`src/design/fcrc_pkg.sv`:
```
// Shared constants and the bytewise CRC-16/MODBUS update for the frame core
`timescale 1ns / 1ps

package fcrc_pkg;

  localparam int SampleW         = 16;
  localparam int ByteW           = 8;
  localparam int InFields        = 4;
  localparam int ChannelsDefault = 4;
  localparam int ChannelsMin     = 1;
  localparam int ChannelsMax     = 8;

  localparam logic [SampleW-1:0] CrcInit = 16'hFFFF;
  localparam logic [SampleW-1:0] CrcPoly = 16'hA001;

  // Fold one byte into the CRC, LSB first, one bit per step
  function automatic logic [SampleW-1:0] crc_byte(input logic [SampleW-1:0] crc,
                                                  input logic [ByteW-1:0]   data);
    logic [SampleW-1:0] c;
    c = crc ^ {{(SampleW-ByteW){1'b0}}, data};
    for (int k = 0; k < ByteW; k++) begin
      if (c[0]) begin
        c = (c >> 1) ^ CrcPoly;
      end else begin
        c = c >> 1;
      end
    end
    return c;
  endfunction

endpackage

```
`src/design/fcrc_stage.sv`:
```
// One pipeline stage: folds a single sample byte into the running CRC
`timescale 1ns / 1ps

module fcrc_stage #(
  parameter int CHANNELS = fcrc_pkg::ChannelsDefault,
  parameter int BYTE_IDX = 0
) (
  input  logic                                       clk_i,
  input  logic                                       rst_ni,
  input  logic                                       valid_i,
  input  logic [CHANNELS-1:0][fcrc_pkg::SampleW-1:0] samples_i,
  input  logic [fcrc_pkg::SampleW-1:0]               crc_i,
  input  logic                                       ready_i,
  output logic                                       valid_o,
  output logic [CHANNELS-1:0][fcrc_pkg::SampleW-1:0] samples_o,
  output logic [fcrc_pkg::SampleW-1:0]               crc_o,
  output logic                                       ready_o
);
  import fcrc_pkg::*;

  localparam int Chan  = BYTE_IDX / 2;
  localparam int LowBit = ByteW * (BYTE_IDX % 2);

  logic                               valid_q;
  logic [CHANNELS-1:0][SampleW-1:0]   samples_q;
  logic [SampleW-1:0]                 crc_q;
  logic [SampleW-1:0]                 crc_d;
  logic [ByteW-1:0]                   cur_byte;

  // Pick this stage's byte and fold it in
  always_comb begin
    cur_byte = samples_i[Chan][LowBit +: ByteW];
    crc_d    = crc_byte(crc_i, cur_byte);
  end

  // Take a new request when empty or when the next stage drains this one
  assign ready_o = !valid_q || ready_i;

  always_ff @(posedge clk_i or negedge rst_ni) begin
    if (!rst_ni) begin
      valid_q <= 1'b0;
    end else if (ready_o) begin
      valid_q <= valid_i;
    end
  end

  // Hold payload until the stage advances
  always_ff @(posedge clk_i) begin
    if (ready_o && valid_i) begin
      samples_q <= samples_i;
      crc_q     <= crc_d;
    end
  end

  assign valid_o   = valid_q;
  assign samples_o = samples_q;
  assign crc_o     = crc_q;

endmodule

```
`src/design/fcrc_ser.sv`:
```
// Output serialiser: holds one finished frame and emits it a byte per cycle
`timescale 1ns / 1ps

module fcrc_ser #(
  parameter int CHANNELS = fcrc_pkg::ChannelsDefault
) (
  input  logic                                       clk_i,
  input  logic                                       rst_ni,
  input  logic                                       valid_i,
  input  logic [CHANNELS-1:0][fcrc_pkg::SampleW-1:0] samples_i,
  input  logic [fcrc_pkg::SampleW-1:0]               crc_i,
  output logic                                       ready_o,
  output logic                                       strobe_o,
  output logic [fcrc_pkg::ByteW-1:0]                 frame_byte_o,
  output logic                                       last_byte_o
);
  import fcrc_pkg::*;

  localparam int FrameLen = 2 * CHANNELS + 2;
  localparam int CntW     = $clog2(FrameLen);
  localparam logic [CntW-1:0] LastIdx = CntW'(FrameLen - 1);

  logic                             active_q;
  logic                             active_d;
  logic [CntW-1:0]                  cnt_q;
  logic [CntW-1:0]                  cnt_d;
  logic [CHANNELS-1:0][SampleW-1:0] samples_q;
  logic [SampleW-1:0]               crc_q;
  logic                             last_w;
  logic                             load_w;
  logic [FrameLen-1:0][ByteW-1:0]   frame_w;

  assign last_w  = active_q && (cnt_q == LastIdx);
  // Reload on the final byte so frames follow without a gap
  assign ready_o = !active_q || last_w;
  assign load_w  = ready_o && valid_i;

  // Advance the byte counter, reload or drop back to idle
  always_comb begin
    active_d = active_q;
    cnt_d    = cnt_q;
    if (load_w) begin
      active_d = 1'b1;
      cnt_d    = '0;
    end else if (last_w) begin
      active_d = 1'b0;
    end else if (active_q) begin
      cnt_d = cnt_q + CntW'(1);
    end
  end

  always_ff @(posedge clk_i or negedge rst_ni) begin
    if (!rst_ni) begin
      active_q <= 1'b0;
      cnt_q    <= '0;
    end else begin
      active_q <= active_d;
      cnt_q    <= cnt_d;
    end
  end

  always_ff @(posedge clk_i) begin
    if (load_w) begin
      samples_q <= samples_i;
      crc_q     <= crc_i;
    end
  end

  // Lay out the frame: samples low byte first, then CRC low byte first
  always_comb begin
    for (int c = 0; c < CHANNELS; c++) begin
      frame_w[2*c]     = samples_q[c][ByteW-1:0];
      frame_w[2*c + 1] = samples_q[c][SampleW-1:ByteW];
    end
    frame_w[FrameLen-2] = crc_q[ByteW-1:0];
    frame_w[FrameLen-1] = crc_q[SampleW-1:ByteW];
  end

  assign strobe_o     = active_q;
  assign frame_byte_o = frame_w[cnt_q];
  assign last_byte_o  = last_w;

endmodule

```
`src/design/four_channel_frame_with_crc16_core.sv`:
```
// After start, a request passes the 2*CHANNELS CRC stages and is loaded into the serialiser; then one byte per cycle.
// Frames of 2*CHANNELS+2 bytes follow back to back, so the byte port sets the frame rate.
// The CRC pipeline of 2*CHANNELS stages buffers that many requests; busy rises when full.
// Results cannot be stalled: each byte shows for exactly one cycle under strobe_o.
// Reset (rst_ni, async, active low) empties the pipeline and the serialiser at once.
`timescale 1ns / 1ps

module four_channel_frame_with_crc16_core #(
  parameter int CHANNELS = fcrc_pkg::ChannelsDefault
) (
  input  logic                          clk_i,
  input  logic                          rst_ni,
  input  logic                          start,
  output logic                          busy,
  input  logic [fcrc_pkg::SampleW-1:0]  sample_0_i,
  input  logic [fcrc_pkg::SampleW-1:0]  sample_1_i,
  input  logic [fcrc_pkg::SampleW-1:0]  sample_2_i,
  input  logic [fcrc_pkg::SampleW-1:0]  sample_3_i,
  output logic                          strobe_o,
  output logic [fcrc_pkg::ByteW-1:0]    frame_byte_o,
  output logic                          last_byte_o
);
  import fcrc_pkg::*;

  // Clamp the channel count to the supported range
  localparam int Chans  = (CHANNELS < ChannelsMin) ? ChannelsMin :
                          (CHANNELS > ChannelsMax) ? ChannelsMax : CHANNELS;
  localparam int NStage = 2 * Chans;

  logic [InFields-1:0][SampleW-1:0]        in_w;
  logic [NStage:0]                         vld;
  logic [NStage:0]                         rdy;
  logic [NStage:0][Chans-1:0][SampleW-1:0] smp;
  logic [NStage:0][SampleW-1:0]            crc;

  assign in_w = {sample_3_i, sample_2_i, sample_1_i, sample_0_i};

  // Channels beyond the input fields carry zero
  for (genvar c = 0; c < Chans; c++) begin : g_chan
    if (c < InFields) begin : g_in
      assign smp[0][c] = in_w[c];
    end else begin : g_zero
      assign smp[0][c] = '0;
    end
  end

  assign vld[0] = start;
  assign crc[0] = CrcInit;
  assign busy   = !rdy[0];

  // One stage per sample byte
  for (genvar j = 0; j < NStage; j++) begin : g_stage
    fcrc_stage #(
      .CHANNELS (Chans),
      .BYTE_IDX (j)
    ) u_stage (
      .clk_i     (clk_i),
      .rst_ni    (rst_ni),
      .valid_i   (vld[j]),
      .samples_i (smp[j]),
      .crc_i     (crc[j]),
      .ready_i   (rdy[j+1]),
      .valid_o   (vld[j+1]),
      .samples_o (smp[j+1]),
      .crc_o     (crc[j+1]),
      .ready_o   (rdy[j])
    );
  end

  fcrc_ser #(
    .CHANNELS (Chans)
  ) u_ser (
    .clk_i        (clk_i),
    .rst_ni       (rst_ni),
    .valid_i      (vld[NStage]),
    .samples_i    (smp[NStage]),
    .crc_i        (crc[NStage]),
    .ready_o      (rdy[NStage]),
    .strobe_o     (strobe_o),
    .frame_byte_o (frame_byte_o),
    .last_byte_o  (last_byte_o)
  );

endmodule

```
`config.mk`:
```
export PLATFORM = sky130hd
export DESIGN_NAME = four_channel_frame_with_crc16_core
export DESIGN_NICKNAME = d
export VERILOG_FILES = /design/src/design/fcrc_pkg.sv /design/src/design/fcrc_stage.sv /design/src/design/fcrc_ser.sv /design/src/design/four_channel_frame_with_crc16_core.sv
export SDC_FILE = /design/constraint.sdc
export NUM_CORES = 1
export LEC_CHECK = 0
export ABC_AREA = 1
export BUFFER_PORTS_ARGS = -buffer_cell sky130_fd_sc_hd__buf_2
export CAP_MARGIN = 20
export CORE_ASPECT_RATIO = 1.4
export CORE_MARGIN = 1.5
export CORE_UTILIZATION = 56
export DETAILED_ROUTE_END_ITERATION = 8
export GPL_TIMING_DRIVEN = 0
export PLACE_DENSITY = 0.73
export REMOVE_ABC_BUFFERS = 1
export SYNTH_ARGS = -nofsm -noshare
export SYNTH_HDL_FRONTEND = slang
export SYNTH_SLANG_ARGS = --single-unit
```
`constraint.sdc`:
```
create_clock -name clk_i -period 7.05 [get_ports clk_i]
set_input_delay 0.705 -clock clk_i [delete_from_list [all_inputs] [get_ports clk_i]]
set_output_delay 0.705 -clock clk_i [all_outputs]
set_load 0.05 [all_outputs]
```
======== Yosys cells after proc, flatten, opt, wreduce, memory -nomap -nowiden ========
Cells that the tools add are included.
storage, ports and cells
  output and inout port bits .............. 11
  register bits after elaboration ......... 733
operators by class
  equal/unequal tests ..................... 2
  muxes and demuxes ....................... 71
  add/subtract/negate cells ............... 1
  reduce and logical (&&, ||, !) cells .... 32
  magnitude comparators ................... 1
  bitwise gates (word level) .............. 72
operator list
  kind                   count
  $mux W16               56
  $not A2 Y3             64
  $mux W14               8
  $xor A16 B8 Y16        7
  $bmux W8 S4            1
  $not A8 Y16            1
  $mux W4                3
  $logic_and A1 B1 Y1    10
  $logic_not A1 Y1       10
  $logic_or A1 B1 Y1     9
  $mux W8                1
  $lt A4 B5 Y1 const B   1
  $add A4 B1 Y4 const B  1
  $eq A4 B4 Y1 const B   1
  $reduce_bool A2 Y1     2
  $mux W1                2
  $ne A2 B2 Y1 const B   1
  $reduce_and A2 Y1      1

======== Longest topological paths before layout ========
Gate-level depths: netlist of the first run.
  depth after elaboration ................. 17
  mapped depth ............................ 18
  gate-level depth less buffers ........... 16

======== By module ========
From an unflattened synthesis of the first run, not the netlist that was laid out.
unflattened totals
  cells, all modules ...................... 1509
  area total of the unflattened synthesis .. 26479.1 um^2
modules (own cells, without submodules)
  module                              cells an instance  instances  area each (um^2)  sequential area each (um^2)
  fcrc_stage                          146                8          2855.2            2427.3
  fcrc_ser                            339                1          3629.7            2527.4
  four_channel_frame_with_crc16_core  2                  1          7.5               0.0

======== Worst setup path after synthesis of the first run ========
Ideal clock, no wire load.
  kind .................................... register to register
  start point ............................. register u_ser.cnt_q[1]
  end point ............................... register g_stage[1].u_stage.crc_q[0], enable pin
  setup slack ............................. 0.867 ns
  library setup time ...................... 0.545 ns
  stages on the path, launching flop included .. 17
  clock period less this slack ............ 6.183 ns
  data required time ...................... 6.505 ns
  arrival ................................. 5.638 ns
  path through ............................ dfrtp_1 > clkbuf_1 > inv_1 > clkbuf_1 > ha_1 > nand3_2 > nand2_4 > nor2_4 > inv_2 > nor2_2 > inv_2 > nor2_2 > inv_2 > nor2_4 > nand2_2 > nor2_4 > a21oi_1
on the way
  cells in the longest elaborated chain, start to end .. 11
ends and longest elaborated chain
  item                              line              RTL
  start, declared                   fcrc_ser.sv:25    logic [CntW-1:0] cnt_q;
  start signal, assigned            fcrc_ser.sv:58    cnt_q <= cnt_d;
  $eq A4 B4 Y1                      fcrc_ser.sv:33    assign last_w = active_q && (cnt_q == LastIdx);
  $logic_and A1 B1 Y1               fcrc_ser.sv:33
  $logic_or A1 B1 Y1                fcrc_ser.sv:35    assign ready_o = !active_q || last_w;
  $logic_or A1 B1 Y1 (7 in series)  fcrc_stage.sv:37  assign ready_o = !valid_q || ready_i;
  $logic_and A1 B1 Y1               fcrc_stage.sv:49  if (ready_o && valid_i) begin
  end signal, assigned              fcrc_stage.sv:51  crc_q <= crc_d;
  end, declared                     fcrc_stage.sv:26  logic [SampleW-1:0] crc_q;
No other way between the ends.
A chain may end at the register's enable or synchronous reset.

======== Final worst setup path of the first run ========
  start point ............................. register u_ser.cnt_q[1]
  end point ............................... output port busy
on the way
  cells in the longest elaborated chain, start to end .. 12
ends and longest elaborated chain
  item                              line                                      RTL
  $eq A4 B4 Y1                      fcrc_ser.sv:33
  $logic_and A1 B1 Y1               fcrc_ser.sv:33
  $logic_or A1 B1 Y1                fcrc_ser.sv:35
  $logic_or A1 B1 Y1 (8 in series)  fcrc_stage.sv:37
  $logic_not A1 Y1                  four_channel_frame_with_crc16_core.sv:49  assign busy = !rdy[0];
  end, declared                     four_channel_frame_with_crc16_core.sv:14  output logic busy,
No other way between the ends.

==> flow_summary.ini, run 1 <==
[outcome]
outcome = finished, final reports clean

[placed_design]
io_buffers = 77
dp_worst_setup_slack_ns = 3.11
place_hpwl_um = 23400
place_congestion = 0.851
dpl.cell_count = 2079

[clocking]
post_cts_buffers = 0
clock_sinks = 727
cts_tree = yes
clockBufferDepth = 3
cts_root_buf = clkbuf_16
cts_buffers = 56
cts-resized-gates = 0
clock_latency_ns = 0.59
htreeDepth = 2
holdBufCountCts = 1
clk_pin_slew_ns = 0.06

[timing]
clock.fmax_ghz = 0.219
fin_crit_sh_pct = 64.7
finalHoldViolCount = 0
fin_crit_ns = 4.56
fin_ws_ns = 2.49
rsz0062_at_grt = no
tns_ns = 0
max-slew-margin-rel_pct = 33.5
maxSlewViolCount = 0
fin_skew_ns = 0.0168
setup_violations = 0
tightest_slew_ns = 0.991
hold_slack_ns = 0.292

[final_layout]
fill_cells = 2959
final_common_cell = edfxtp_1
drive_above_1_share_pct = 17.3
nets = 1596
final_cells = 2183
mostFrequentLayoutCells = 714 x edfxtp_1, 149 x nand2_1, 100 x nand3_1, 80 x inv_1, 77 x buf_2
n_antenna_cell = 0
multi_input_area_um2 = 3390
fin_util_pct = 64.1
seq_area_um2 = 21800
area_delta_synth_final_pct = 13.1

[floorplanning]
die_h_um = 256
rows = 92
chipWidth_um = 183
die_area_um2 = 46900
core-area_um2 = 45000
initial_core_util_pct = 56.7
pin_count = 78

[logic_synthesis]
synth_top_cell_area_share_pct = 84.0
synth_top_area_cell = edfxtp_1
synth.distinct_cells = 32
syn-mean-instance-area_um2 = 18.3
ys_warn_count = 0
synthCells = 1391
synth-seq-cells = 727
synth_seq_area_share_pct = 85.3
ys_top_cells_by_area = edfxtp_1 84%, xor2_1 2.5%, nand2_1 2.2%
syn_area_um2 = 25500

[setup_path]
critPathLaunch = u_ser.cnt_q[1]
r2r_slack_ns = 3.32
worst_ep_required_time_ns = 6.34
crit_path_start_kind = register
critPathMaxFanout = 20
r2r_end = g_stage[1].u_stage.samples_o[51]
reg2regPathDepth = 16
end_kind = primary output
arrival_ns = 3.86
endpoint = busy
criticalPathCategory = register to primary output
r2r-start = u_ser.cnt_q[1]

[drt]
wl_per_cell_um = 16.0
dr.pass1.iters = 7
drc = 0
vias = 10900
viasPerCell = 4.98
drt_iter0_markers = 711
antenna_left = 0
wl_um = 34900

[pwr]
cellPowerDensity_nw_per_um2 = 356
irDropWorstVdd_v = 0.000317
leakage_nw = 10.0

[run]
drv_cap = 0

[global_route]
overflow = 0
grt_pass1_vias = 11000
grt_max_degree = 81
grt_pass1_wl_um = 55800
grtUsageTotal_pct = 15.4
antenna_found_initial = 0

[hold_path]
min_path_type = primary input to register
[final cells by class]
cell class	instances	share of cell area (%)
Sequential cell	727	75.4
Multi-Input combinational cell	557	11.8
Clock buffer	76	5.29
Tap cell	611	2.65
Timing Repair Buffer	91	2.35
Clock inverter	27	1.26
Inverter	94	1.26
[registers in the layout, summed over array words and instances, names as in the netlist]
register                   flops
u_ser.frame_w                 64
u_ser.cnt_q                    4
g_stage.u_stage.valid_o        8
u_ser.crc_q                   16
u_ser.strobe_o                 1
g_stage.u_stage.crc_o        122
g_stage.u_stage.samples_o    512
[metal layers]
| layer | track usage [%] | vias up | part of all wire, % |
|---|---|---|---|
| li1 | - | 5363 | - |
| met1 | 16.5 | 5206 | 37 |
| met2 | 28.7 | 228 | 55 |
| met3 | 2.46 | 83 | 3.5 |
| met4 | 7.79 | 0 | 4.5 |
| met5 | 0 | - | 0 |
[how the worst min path moves through the flow]
stage               slack (ns)                               end  cells after the start                             start
floorplan                 0.40       g_stage[1].u_stage.crc_o[1]                      0       g_stage[0].u_stage.crc_o[9]
global placement          0.40  g_stage[3].u_stage.samples_o[49]                      0  g_stage[2].u_stage.samples_o[49]
detailed placement        0.40       g_stage[1].u_stage.crc_o[2]                      0      g_stage[0].u_stage.crc_o[10]
CTS                       0.25  g_stage[0].u_stage.samples_o[56]                      1                     sample_3_i[8]
global route              0.25  g_stage[0].u_stage.samples_o[60]                      1                    sample_3_i[12]
finish                    0.29  g_stage[0].u_stage.samples_o[34]                      1                     sample_2_i[2]
[critical path, cell delays in order, from the launching register on]
cell and delay [ns]:
dfrtp_1 0.76, inv_1 0.48, ha_1 0.34, nand3_2 0.10, nand2_4 0.08, nor2_4 0.08, inv_2 0.05, nor2_2 0.11
inv_2 0.06, nor2_2 0.19, inv_2 0.09, nor2_4 0.13, nand2_2 0.10, nor2_4 0.19, nand2_4 0.09, nor2_4 0.12
buf_2 0.28
[synthesized netlist by cell type]
| cell | count |
|---|---|
| edfxtp_1 | 714 |
| nand2_1 | 149 |
| nand3_1 | 100 |
| inv_1 | 84 |
| xor2_1 | 73 |
| nand2_2 | 43 |
| xnor2_1 | 40 |
| o21ai_0 | 39 |
| nor2_1 | 38 |
| nand3_2 | 18 |
| clkbuf_1 | 13 |
| dfrtp_1 | 13 |
| o221ai_1 | 13 |
| inv_2 | 9 |
| a21oi_1 | 6 |
| nand2_4 | 6 |
| a31o_2 | 5 |
| nor2_4 | 4 |
| o22ai_1 | 4 |
| mux2i_1 | 3 |
| o211ai_1 | 3 |
| ha_1 | 2 |
| nor2_2 | 2 |
| nor3_1 | 2 |
| clkinv_1 | 1 |
| nand3b_1 | 1 |
| nor3b_1 | 1 |
| o21ai_2 | 1 |
| or2_4 | 1 |
| xnor2_2 | 1 |
| xnor3_1 | 1 |
| xor2_2 | 1 |
[power breakdown]
group          internal [W]  switching [W]  total, W
clock               0.00185        0.00134   0.00319
sequential          0.00552       0.000180   0.00570
combinational      0.000447       0.000935   0.00138
[logic make-up (layout without fill, tap and decap cells)]
group	Yosys count	after routing	synth area share (%)
fa+ha+maj	2	2	0.0981
compound gates	71	71	1.72
buf+inv	107	288	1.57
xor+xnor	116	116	4.09
mux	3	3	0.118
flops	727	727	85.3
simple gates	365	365	7.10
[per-stage QoR]
step           power [W]  instance area (um^2)
6_report          0.0103                 28900
5_1_grt           0.0107                 28900
4_1_cts           0.0104                 28900
3_5_place_dp     0.00718                 27000
3_3_place_gp     0.00710                 26600
2_1_floorplan    0.00678                 25500
Note: power is estimated with default switching activity, not from simulation.
==> run 2, diff against run 1 <==
--- a/config.mk
+++ b/config.mk
@@ -10,10 +10,10 @@
 export CAP_MARGIN = 20
 export CORE_ASPECT_RATIO = 1.4
 export CORE_MARGIN = 1.5
-export CORE_UTILIZATION = 56
+export CORE_UTILIZATION = 55
 export DETAILED_ROUTE_END_ITERATION = 8
 export GPL_TIMING_DRIVEN = 0
-export PLACE_DENSITY = 0.73
+export PLACE_DENSITY = 0.75
 export REMOVE_ABC_BUFFERS = 1
 export SYNTH_ARGS = -nofsm -noshare
 export SYNTH_HDL_FRONTEND = slang
==> constraint.sdc (replaced) <==
create_clock -name clk_i -period 3.76 [get_ports clk_i]
set_input_delay 0.376 -clock clk_i [delete_from_list [all_inputs] [get_ports clk_i]]
set_output_delay 0.376 -clock clk_i [all_outputs]
set_load 0.05 [all_outputs]
==> flow_summary.ini, run 2 (same netlist as run 1, synthesis figures left out) <==
[setup_path]
arrival_ns = 3.23
slowest_delay_ns = 0.51
worst_ep_required_time_ns = 3.38
reg2regPathDepth = 16
criticalPathCategory = register to primary output
critPathLaunch = u_ser.cnt_q[1]
crit_path_start_kind = register
critPathMaxFanout = 10
r2r_end = g_stage[1].u_stage.samples_o[57]
endpoint = busy
end_kind = primary output
cpMostUsedCell = nor2_4
r2r-start = u_ser.cnt_q[1]
slowest_stage = dfrtp_4
crit_chain = clkinvlp_4, ha_1, nand3_2, nand2_4, nor2_4, inv_2, nor2_2, inv_2, nor2_2, inv_2, nor2_4, nand2_2, nor2_4, nand2_4, nor2_4, buf_4
r2r_slack_ns = 0.50

[floorplanning]
pin_count = 78
die_area_um2 = 47700
core-area_um2 = 46000
die_h_um = 258
initial_core_util_pct = 55.5
chipWidth_um = 185
rows = 93

[clocking]
clock_sinks = 727
cts_tree = yes
cts_buffers = 58
clock_latency_ns = 0.60
clk_pin_slew_ns = 0.06
cts_root_buf = clkbuf_16
htreeDepth = 2
clockBufferDepth = 3

[final_layout]
final_common_cell = edfxtp_1
fin_util_pct = 64.4
design_area_um2 = 29600
mostFrequentLayoutCells = 714 x edfxtp_1, 149 x nand2_1, 100 x nand3_1, 79 x inv_1, 76 x buf_2
final_cells = 2258
n_antenna_cell = 0
seq_area_um2 = 21800
drive_above_1_share_pct = 17.0
largest_register_ffs = 512
multi_input_area_um2 = 3390
fill_cells = 2834
nets = 1665
area_delta_synth_final_pct = 16.0

[drt]
drt_iter0_markers = 595
drc = 0
dr.pass1.iters = 5
vias = 11500
wl_um = 38200
wl_per_cell_um = 16.9
antenna_left = 0
viasPerCell = 5.07

[timing]
clock.fmax_ghz = 0.277
fin_crit_ns = 3.61
tightest_slew_ns = 0.945
fin_crit_sh_pct = 95.9
setup_violations = 0
maxSlewViolCount = 0
max-slew-margin-rel_pct = 37.0
hold_slack_ns = 0.0252
finalHoldViolCount = 0
fin_skew_ns = 0.0251
rsz0062_at_grt = no

[placed_design]
io_buffers = 77
dpl.cell_count = 2085
place_hpwl_um = 23800
place_congestion = 0.837
placed_area_um2 = 27000

[global_route]
grt_max_degree = 81
grt_pass1_vias = 11600
grtUsageTotal_pct = 16.5
grt_pass1_wl_um = 60000
overflow = 0
antenna_found_initial = 0

[outcome]
outcome = finished, final reports clean

[pwr]
leakage_nw = 10.3
irDropWorstVdd_v = 0.000588
cellPowerDensity_nw_per_um2 = 659
p_sw_share_pct = 24.2
combPwrFrac_pct = 13.8
intPower_w = 0.0148
seqPwrFrac_pct = 54.9
pwr-share-clk_pct = 31.3
p_sw_w = 0.00471

[hold_path]
min_path_type = primary input to register

[run]
drv_cap = 0
-- run 2: changes by cell type in the layout (fill, tap and decap cells not counted), moves of 2 or more --
cell / change
dlygate4sd3_1: +64
buf_4: +4
clkinv_2: -3
dfrtp_1: -3
dfrtp_2: +2
-- run 2: how the worst min path moves through the flow --
stage	start	end	slack [ns]	depth (start not counted)
after floorplan	rst_ni	g_stage[0].u_stage.valid_o	0.08	0
after global placement	rst_ni	g_stage[0].u_stage.valid_o	0.27	1
after detailed placement	rst_ni	g_stage[1].u_stage.valid_o	0.29	1
after CTS	sample_0_i[5]	g_stage[0].u_stage.samples_o[5]	0.004	1
after global routing	sample_0_i[5]	g_stage[0].u_stage.samples_o[5]	0.01	1
final	sample_0_i[5]	g_stage[0].u_stage.samples_o[5]	0.03	1
-- run 2: what timing repair did --
action                                 in CTS  in global routing
resized for setup                           5                  2
hold buffers                               65                  0
buffers inserted                            1                  2
setup endpoints to repair                  70                  1
endpoints found under the hold margin      77                  0
-- run 2: critical path: cells and delay by family (launching register included) --
| kind | cells | cell delay [ns] |
|---|---|---|
| and+or+nand+nor | 10 | 1.28 |
| buffers and inverters | 5 | 0.62 |
| DFF | 1 | 0.51 |
| adders and majority gates | 1 | 0.21 |
-- run 2: power groups by stage --
| stage | logic (W) | registers (W) | clock network (W) |
|---|---|---|---|
| global route | 0.00297 | 0.0108 | 0.00653 |
| floorplan | 0.00187 | 0.0108 | 0 |
| finish | 0.00270 | 0.0107 | 0.00610 |
| CTS | 0.00270 | 0.0107 | 0.00623 |
| global placement | 0.00226 | 0.0109 | 0 |
| detailed placement | 0.00259 | 0.0109 | 0 |
-- run 2: metrics by stage --
stage	setup WS [ns]	power, W	setup TNS [ns]
floorplan	-2.58	0.0127	-814.22
global placement	-4.31	0.0132	-1643.90
detailed placement	-0.0194	0.0135	-0.484
CTS	0.0489	0.0196	0
global route	0.0134	0.0203	0
finish	0.154	0.0195	0
-- run 2: area by class of cell --
cell class	count	area share, %
Sequential cell	727	73.6
Multi-Input combinational cell	557	11.5
Clock buffer	79	5.31
Timing Repair Buffer	158	4.57
Tap cell	617	2.61
Clock inverter	26	1.24
Inverter	94	1.24
-- run 2: routing by layer --
metal,global-route usage [%],part of all wire (%),routed length (um)
met1,17.9,36,13700
met2,31.0,56,21400
met4,8.20,4.6,1750
met3,2.36,3.5,1330
met5,0,0,0
==> run 3, diff against run 2 <==
--- a/config.mk
+++ b/config.mk
@@ -9,7 +9,7 @@
 export BUFFER_PORTS_ARGS = -buffer_cell sky130_fd_sc_hd__buf_2
 export CAP_MARGIN = 20
 export CORE_ASPECT_RATIO = 1.4
-export CORE_MARGIN = 1.5
+export CORE_MARGIN = 2
 export CORE_UTILIZATION = 55
 export DETAILED_ROUTE_END_ITERATION = 8
 export GPL_TIMING_DRIVEN = 0
==> constraint.sdc (replaced) <==
create_clock -name clk_i -period 3.76 [get_ports clk_i]
set_input_delay 0.188 -clock clk_i [delete_from_list [all_inputs] [get_ports clk_i]]
set_output_delay 0.188 -clock clk_i [all_outputs]
set_load 0.05 [all_outputs]
==> flow_summary.ini, run 3 (same netlist as run 1, synthesis figures left out) <==
[pwr]
power_w = 0.0192
leakage_nw = 10.3
seqPwrFrac_pct = 55.6
cellPowerDensity_nw_per_um2 = 652
p_sw_share_pct = 24.6
p_sw_w = 0.00474
intPower_w = 0.0145
pwr-share-clk_pct = 30.3
combPwrFrac_pct = 14.1
irDropWorstVdd_v = 0.000635

[clocking]
htreeDepth = 2
cts_root_buf = clkbuf_16
clock_latency_ns = 0.59
cts_buffers = 57
clk_pin_slew_ns = 0.06
clockBufferDepth = 3
cts_tree = yes
clock_sinks = 727

[outcome]
outcome = finished, final reports clean

[timing]
fin_crit_sh_pct = 92.2
fin_skew_ns = 0.0125
setup_violations = 0
clock.fmax_ghz = 0.288
rsz0062_at_grt = no
max-slew-margin-rel_pct = 37.9
tightest_slew_ns = 0.931
fin_crit_ns = 3.47
finalHoldViolCount = 0
maxSlewViolCount = 0

[drt]
drc = 0
wl_um = 38200
vias = 11500
dr.pass1.iters = 5
drt_iter0_markers = 646
antenna_left = 0
wl_per_cell_um = 16.9
viasPerCell = 5.09

[setup_path]
slowest_stage = dfrtp_1
end_kind = primary output
slowest_delay_ns = 0.75
crit_path_start_kind = register
cp_top_family = simple AND/OR/NAND/NOR gates
criticalPathCategory = register to primary output
worst_ep_required_time_ns = 3.57
arrival_ns = 3.28
crit_chain = inv_2, nand3_2, nand2_4, nor2_4, inv_2, nor2_2, inv_2, nor2_2, inv_2, nor2_4, nand2_2, nor2_4, nand2_4, nor2_4, buf_2
cp.buffers_inverters = 5
critPathMaxFanout = 15

[global_route]
grt_max_degree = 81
grtUsageTotal_pct = 16.6
grt_pass1_vias = 11800
overflow = 0
grt_pass1_wl_um = 61000
antenna_found_initial = 0

[final_layout]
final_cells = 2255
largest_register_ffs = 512
area_delta_synth_final_pct = 15.6
final_common_cell = edfxtp_1
drive_above_1_share_pct = 16.7
mostFrequentLayoutCells = 714 x edfxtp_1, 149 x nand2_1, 100 x nand3_1, 79 x inv_1, 77 x buf_2
n_antenna_cell = 0
nets = 1666

[placed_design]
dpl.cell_count = 2086
place_hpwl_um = 24000
io_buffers = 77
place_congestion = 0.849

[hold_path]
min_path_type = primary input to register

[floorplanning]
die_area_um2 = 48200
core-area_um2 = 46000
rows = 93
die_h_um = 259
pin_count = 78
initial_core_util_pct = 55.5
chipWidth_um = 186

[run]
drv_cap = 0
==> run 3: final timing paths <==
check	slack (ns)	start	cells after the start	to
worst min register to register	0.41	g_stage[3].u_stage.samples_o[7]	0	g_stage[4].u_stage.samples_o[7]
max in group asynchronous	2.35	rst_ni	4	g_stage[0].u_stage.valid_o
min in group asynchronous	0.59	rst_ni	3	g_stage[2].u_stage.valid_o
worst min-delay path	0.31	sample_2_i[12]	2	g_stage[0].u_stage.samples_o[44]
worst max register to register	0.46	u_ser.cnt_q[0]	15	g_stage[1].u_stage.samples_o[52]
worst max-delay path	0.29	u_ser.cnt_q[2]	15	busy
==> run 3: cell type report <==
cell class,instances,area [um^2]
Sequential cell,727,21800
Fill cell,2892,16500
Multi-Input combinational cell,557,3390
Clock buffer,66,1460
Timing Repair Buffer,160,1380
Tap cell,617,772
Inverter,94,368
Clock inverter,34,360
==> run 3: metrics by stage <==
step	TNS [ns]	cell area (um^2)	setup WS [ns]	utilization (%)	hold WS, ns
final	0	29500	0.293	64.2	0.307
after global routing	0	29500	0.0876	64.2	0.286
after CTS	0	29500	0.146	64.2	0.265
after detailed placement	0	27000	0.0126	58.7	0.0936
after global placement	-1653.62	26600	-4.31	57.9	0.0859
after floorplan	-814.22	25500	-2.58	-	-0.108
==> run 3: power by group through the flow <==
stage                     registers [W]  logic [W]  clock network (W)
after floorplan                  0.0108    0.00187                  0
after global placement           0.0109    0.00226                  0
after detailed placement         0.0109    0.00261                  0
after CTS                        0.0107    0.00269            0.00597
after global routing             0.0108    0.00299            0.00623
final                            0.0107    0.00271            0.00583
==> run 3: routing by layer <==
layer | GRT usage [%] | part of all wire (%) | vias to the layer above
li1 | - | - | 5509
met1 | 18.5 | 36 | 5526
met2 | 30.5 | 55 | 342
met3 | 2.36 | 4.3 | 105
met4 | 8.49 | 4.8 | 0
met5 | 0 | 0 | -
==> run 3: what timing repair did <==
action,4_1_cts,5_1_grt
setup endpoints to repair,35,1
hold buffers,68,0
setup buffers,1,0
resized for setup,3,1
hold endpoints to repair,87,0
